--- src/rtl/fft_pkg.sv ---
// Shared types, twiddle ROM and helpers for the radix-2 FFT.
`timescale 1ns / 1ps

package fft_pkg;

  localparam int IW = 16;  // input part width
  localparam int DW = 26;  // internal part width, holds unscaled growth
  localparam int OW = 24;  // output part width
  localparam int KW = 7;   // twiddle ROM index width

  typedef struct packed {
    logic signed [DW-1:0] re;
    logic signed [DW-1:0] im;
  } cplx_t;

  typedef struct packed {
    logic  v;
    cplx_t a;
    cplx_t t;
  } bfly_t;

  typedef struct packed {
    logic signed [IW-1:0] in_re0;
    logic signed [IW-1:0] in_im0;
    logic signed [IW-1:0] in_re1;
    logic signed [IW-1:0] in_im1;
    logic signed [IW-1:0] in_re2;
    logic signed [IW-1:0] in_im2;
    logic signed [IW-1:0] in_re3;
    logic signed [IW-1:0] in_im3;
  } fft_in_t;

  typedef struct packed {
    logic signed [OW-1:0] out_re0;
    logic signed [OW-1:0] out_im0;
    logic signed [OW-1:0] out_re1;
    logic signed [OW-1:0] out_im1;
    logic signed [OW-1:0] out_re2;
    logic signed [OW-1:0] out_im2;
    logic signed [OW-1:0] out_re3;
    logic signed [OW-1:0] out_im3;
    logic                 last_group;
  } fft_out_t;

  typedef enum logic [2:0] {
    ST_IDLE,
    ST_LOAD,
    ST_RUN,
    ST_DRAIN,
    ST_OUT
  } st_e;

  // round(32768 * sin(pi*k/128)), k = 0..64, top entry saturated
  function automatic logic signed [IW-1:0] qsin(input logic [KW-1:0] k);
    logic signed [IW-1:0] r;
    case (k)
      7'd0:  r = 16'sd0;     7'd1:  r = 16'sd804;   7'd2:  r = 16'sd1608;
      7'd3:  r = 16'sd2411;  7'd4:  r = 16'sd3212;  7'd5:  r = 16'sd4011;
      7'd6:  r = 16'sd4808;  7'd7:  r = 16'sd5602;  7'd8:  r = 16'sd6393;
      7'd9:  r = 16'sd7180;  7'd10: r = 16'sd7962;  7'd11: r = 16'sd8740;
      7'd12: r = 16'sd9512;  7'd13: r = 16'sd10279; 7'd14: r = 16'sd11039;
      7'd15: r = 16'sd11793; 7'd16: r = 16'sd12540; 7'd17: r = 16'sd13279;
      7'd18: r = 16'sd14010; 7'd19: r = 16'sd14733; 7'd20: r = 16'sd15447;
      7'd21: r = 16'sd16151; 7'd22: r = 16'sd16846; 7'd23: r = 16'sd17531;
      7'd24: r = 16'sd18205; 7'd25: r = 16'sd18868; 7'd26: r = 16'sd19520;
      7'd27: r = 16'sd20160; 7'd28: r = 16'sd20788; 7'd29: r = 16'sd21403;
      7'd30: r = 16'sd22006; 7'd31: r = 16'sd22595; 7'd32: r = 16'sd23170;
      7'd33: r = 16'sd23732; 7'd34: r = 16'sd24279; 7'd35: r = 16'sd24812;
      7'd36: r = 16'sd25330; 7'd37: r = 16'sd25833; 7'd38: r = 16'sd26320;
      7'd39: r = 16'sd26791; 7'd40: r = 16'sd27246; 7'd41: r = 16'sd27684;
      7'd42: r = 16'sd28106; 7'd43: r = 16'sd28511; 7'd44: r = 16'sd28899;
      7'd45: r = 16'sd29269; 7'd46: r = 16'sd29622; 7'd47: r = 16'sd29957;
      7'd48: r = 16'sd30274; 7'd49: r = 16'sd30572; 7'd50: r = 16'sd30853;
      7'd51: r = 16'sd31114; 7'd52: r = 16'sd31357; 7'd53: r = 16'sd31581;
      7'd54: r = 16'sd31786; 7'd55: r = 16'sd31972; 7'd56: r = 16'sd32138;
      7'd57: r = 16'sd32286; 7'd58: r = 16'sd32413; 7'd59: r = 16'sd32522;
      7'd60: r = 16'sd32610; 7'd61: r = 16'sd32679; 7'd62: r = 16'sd32729;
      7'd63: r = 16'sd32758; 7'd64: r = 16'sd32767;
      default: r = 16'sd0;
    endcase
    return r;
  endfunction

  function automatic logic signed [IW-1:0] rom_cos(input logic [KW-1:0] k);
    logic signed [IW-1:0] r;
    if (k <= 7'd64) r = qsin(7'd64 - k);
    else            r = -qsin(k - 7'd64);
    return r;
  endfunction

  function automatic logic signed [IW-1:0] rom_sin(input logic [KW-1:0] k);
    logic signed [IW-1:0] r;
    if (k <= 7'd64) r = qsin(k);
    else            r = qsin(KW'(8'd128 - {1'b0, k}));
    return r;
  endfunction

  function automatic logic signed [OW-1:0] sat_out(input logic signed [DW-1:0] v);
    logic signed [OW-1:0] r;
    if (v[DW-1:OW-1] == '0 || v[DW-1:OW-1] == '1) r = v[OW-1:0];
    else if (v[DW-1])                            r = {1'b1, {(OW-1){1'b0}}};
    else                                         r = {1'b0, {(OW-1){1'b1}}};
    return r;
  endfunction

endpackage

--- src/rtl/fft_lane.sv ---
// Butterfly output lane: registered A + T or A - T.
`timescale 1ns / 1ps

module fft_lane
  import fft_pkg::*;
(
  input  logic  clk_i,
  input  logic  rst_ni,
  input  logic  sub_i,
  input  bfly_t in_i,
  output logic  valid_o,
  output cplx_t y_o
);

  logic signed [DW:0] re_w, im_w;

  always_comb begin
    if (sub_i) begin
      re_w = (DW+1)'(in_i.a.re) - (DW+1)'(in_i.t.re);
      im_w = (DW+1)'(in_i.a.im) - (DW+1)'(in_i.t.im);
    end else begin
      re_w = (DW+1)'(in_i.a.re) + (DW+1)'(in_i.t.re);
      im_w = (DW+1)'(in_i.a.im) + (DW+1)'(in_i.t.im);
    end
  end

  always_ff @(posedge clk_i or negedge rst_ni) begin
    if (!rst_ni) begin
      valid_o <= 1'b0;
    end else begin
      valid_o <= in_i.v;
    end
  end

  always_ff @(posedge clk_i) begin
    y_o.re <= re_w[DW-1:0];
    y_o.im <= im_w[DW-1:0];
  end

endmodule

--- config.mk ---
export PLATFORM = sky130hd
export DESIGN_NAME = fft_lane
export DESIGN_NICKNAME = d
export VERILOG_FILES = /design/src/rtl/fft_pkg.sv /design/src/rtl/fft_lane.sv
export SDC_FILE = /design/constraint.sdc
export NUM_CORES = 1
export LEC_CHECK = 0
export BUFFER_PORTS_ARGS = -buffer_cell sky130_fd_sc_hd__buf_2
export CORE_ASPECT_RATIO = 0.6
export CORE_UTILIZATION = 25
export CTS_CLUSTER_DIAMETER = 50
export DETAILED_ROUTE_END_ITERATION = 7
export MAX_ROUTING_LAYER = met4
export PLACE_DENSITY = 0.48
export SLEW_MARGIN = 20
export SYNTH_ARGS = -nofsm -noshare
export SYNTH_HDL_FRONTEND = slang
export SYNTH_SLANG_ARGS = --single-unit
--- constraint.sdc ---
create_clock -name clk_i -period 0.8 [get_ports clk_i]
set_input_delay 0.04 -clock clk_i [delete_from_list [all_inputs] [get_ports clk_i]]
set_output_delay 0.04 -clock clk_i [all_outputs]
set_load 0.005 [all_outputs]
; Word-level counts from Yosys, hierarchy flattened
; Cells that the tools add are included.
[totals]
register_bits = 53
latchBits = 0
mem_bits_rw = 0
romBits = 0
inputBits = 108
out_inout_bits = 53
elab_cells = 9
mem_count = 0
[op_classes]
n_addsub = 4
multipliers = 0
div_mod_pow = 0
magnitude_cmp = 0
eq_ne = 0
shift = 0
mux = 2
bitwise = 0
reduce_logical = 0
[op_table]
columns = cell, n
row1 = 26-bit adder, 2
row2 = 26-bit 2-to-1 mux, 2
row3 = 26-bit subtractor, 2

; Logic depth before layout (Yosys ltp)
[depth]
ltp_word = 2
mapped_depth = 17
ltp_nobuf = 16

; Worst setup path after synthesis
; Ideal clock, no wire load.
[synth_path]
kind = in2reg
startpoint = input in_i[39] (netlist bit)
endpoint = register y_o[50] (netlist bit)
setup_time_ns = 0.119
arrival_time_ns = 2.830
required_ns = 0.681
slack_ns = -2.148
path_stages = 15
path_buffers = 1
path_cell_list = or4_1 -> nor3_2 -> nor2_1 -> nor2_1 -> o21ai_0 -> xnor2_1 -> ha_1 -> clkbuf_1 -> and3_1 -> nand4_1 -> nor3_1 -> o21ai_0 -> a41oi_1 -> nor2_1 -> xnor2_1
[synth_via]
elab_chain_len = 2
elab_cells_between_ends = 3
cone_classes = 2 x add/sub / 1 x mux
[synth_lines]
columns = element, line
row1 = "start, declared", fft_lane.sv:10  ; input bfly_t in_i,
row2 = 26-bit adder / 26-bit subtractor (equally long branches), "fft_lane.sv:22, fft_lane.sv:19"
row3 = 26-bit 2-to-1 mux (*), fft_lane.sv:18  ; if (sub_i) begin
row4 = via re_w[24], fft_lane.sv:15  ; logic signed [DW:0] re_w, im_w;
row5 = "end, declared", fft_lane.sv:12  ; output cplx_t y_o
; The timed path passes the listed nets; every way through them passes the cells marked *.

; Final worst setup path
[layout_path]
startpoint = input in_i[11] (netlist bit)
endpoint = register y_o[24] (netlist bit)
[layout_via]
elab_chain_len = 2
elab_cells_between_ends = 3
cone_classes = 2 x add/sub / 1 x mux
[layout_lines]
columns = element, line
row1 = 26-bit adder / 26-bit subtractor (equally long branches), "fft_lane.sv:23, fft_lane.sv:20"
row2 = 26-bit 2-to-1 mux (*), fft_lane.sv:18
row3 = via im_w[24], fft_lane.sv:15
; Marks and branches as above.

==> metrics <==
1st-iter DRT viols=254; Slew @ Worst Pin=0.382 ns; RSZ-0062 raised after global routing=yes; hpwl dp=15100 microns; Final Hold Fails=0; LEAKAGE=4.37 nW; initial antenna violation count=0; worst setup path start=in_i[11]; via count=5806; Clock Power Share=15.6%; Worst path max stage delay=0.38 ns; Die Width=180 microns; Layout Cells excl Fill=1252; main flop type after synthesis=dfxtp_1; layout net count=1173; number of global-route vias before repair=5439; io pins=161; critical path data arrival time=2.85 ns; setup slack after layout=-1.87 ns; period utilisation layout=334%; Max-slew headroom=74.3%; area fraction of the dominant cell type after synthesis=21.8%; Post-synth ARST share=1.89%; WP data required=0.98 ns; WS Path Type=input pin to register; FMAX=375 MHz; port bufs=160; Clock transition at path regs=0.08 ns; Mapped Area=0.00477 sq mm; status=finished, violations left; WP buf/inv=2; Flop pwr share=25.1%; Antenna Diode Count=0; final setup vio count=52; hold slack=0.0434 ns; Post-Synthesis Cells=597; CP Launch Type=input pin; CTS tree=yes; Sw Pwr=5.45 mW; largest net degree at the start of global routing=19; Starting Density=26.0%; Slowest-stage cell, CP=or3_4; syn_nets=759; Int Pwr=9.77 mW; failing checks=negative setup slack; # H-tree levels=2; P per Cell Area=1620 mW/mm^2; Longest Clk Path Bufs=2; area growth from synthesis to layout=97.6%; core outline area=0.0184 sq mm; CTS buffer count=5; vias per cell=4.64; GRT Overall Usage=19.5%; Worst VDD drop=0.814 mV; fillers=1729; Tmin final=2.67 ns; Initial DRT Pass Iterations=5; maxcap violations=0; die height=109 microns; Final Power=15.2 mW; dpl cells=1191; Yosys reg bits=53; die area=0.0197 sq mm; Final Max Slew Viols=0; Synth cell types=58; share of layout cells above drive strength 1=61.2%; HP Class=input pin to async pin; clk sink count=53; global route total overflow=0; WL/cell=15.3 microns; count leader, synth=nor2_1; Synth area leaders=dfxtp_1, ha_1, xnor2_1, a21oi_1, nor2_1; Post-synth EDFFs=0; Comb power frac=59.3%; Yosys warning count=0; sequential share of the synthesized area=22.3%; Commonest cells post-synth=nor2_1, xnor2_1, a21oi_1; gp weighted congestion=0.884; Std-Cell Rows=38; CP max FO=4; family with the most delay on the worst path=simple AND/OR/NAND/NOR gates; Routed Antenna Nets=0; sw frac=35.8%; DR DRC count=0; area leader, netlist=dfxtp_1; Worst setup EP type=register; first-pass GRT wire length=28900 microns; total wire length=19200 microns; CP Cell Sequence=buf_6, or3_4, or3_4, buf_6, and4bb_4, nor2_4, xnor2_1, ha_1, a21o_1, a21o_1, a21oi_2, o211ai_1, o211ai_1, o31ai_2, xor2_1; CTS root buf=clkbuf_16; Mean Syn Cell Area=7.99 sq um
[flip-flops by register name, summed over array words and instances (netlist names)]
signal,count
valid_o,1
y_o,52
[path summary, 6_finish.rpt]
path,slack [ns],to,depth (start not counted)
max in group asynchronous,0.67,valid_o,2
worst min-delay path,0.04,valid_o,2
worst max-delay path,-1.87,y_o[24],15
min in group clk_i,0.06,y_o[0],4
[metrics by stage]
step	setup WS, ns	cell area [sq um]	TNS (ns)	utilization, %
6_report	-1.87	9430	-66.32	51.4
3_3_place_gp	-2.23	7680	-84.70	41.9
2_1_floorplan	-1.91	5160	-63.12	-
5_1_grt	-2.00	9430	-71.73	51.4
4_1_cts	-1.82	8750	-63.42	47.7
3_5_place_dp	-2.20	7680	-84.50	41.9
[metal layers]
layer	global-route usage, %	part of all wire [%]	up-vias
met5	-	0	-
met4	1.71	0.22	0
met3	3.41	4.6	6
met2	26.6	40	134
met1	29.9	55	2689
li1	-	-	2977
[area by class of cell]
class	count	area, sq um	area share, %
inverter	27	121	1.29
tap	240	300	3.19
timing repair buffer	423	3170	33.7
multi-input combinational	501	4600	48.8
clock buffer	8	146	1.55
sequential	53	1080	11.5
[logic make-up after synthesis]
logic type | count (synthesis) | synth area share (%)
AO/OA/AOI/OAI | 176 | 23.5
XOR/XNOR | 87 | 16.1
adder cells (fa/ha/maj) | 54 | 14.5
buffers and inverters | 43 | 3.38
flip-flops | 53 | 22.3
multiplexers | 5 | 1.05
AND/OR/NAND/NOR | 179 | 19.1
[what timing repair did]
action / in CTS / in global routing
endpoints found under the setup margin: 57 / 67
setup buffers: 35 / 28
pin swaps: 82 / 89
hold buffers: 2 / 0
gates resized for setup: 161 / 120
hold endpoints to repair: 2 / 0
[power by group through the flow]
stage	Combinational, mW	Sequential, mW	Clock [mW]
global route	9.76	3.89	2.58
detailed placement	7.07	3.80	0
floorplan	3.47	3.89	0
CTS	8.10	3.77	2.48
finish	9.03	3.82	2.38
global placement	7.08	3.81	0
[cell usage in the layout (no fill, tap or decap), types with 8 or more instances in the layout]
master	count
ha_1	42
nor3_1	13
buf_4	206
xor2_1	13
a21oi_2	30
xnor2_1	56
xnor2_2	15
inv_1	19
nand2_1	18
o21a_1	11
buf_6	64
dfxtp_1	38
nor2_1	48
o21ai_0	12
dfxtp_2	14
a21o_1	18
buf_2	140
a21oi_1	30
a21oi_4	8
nor2_2	17
nand4_1	12
No activity file was read; power rests on OpenSTA's default activity.
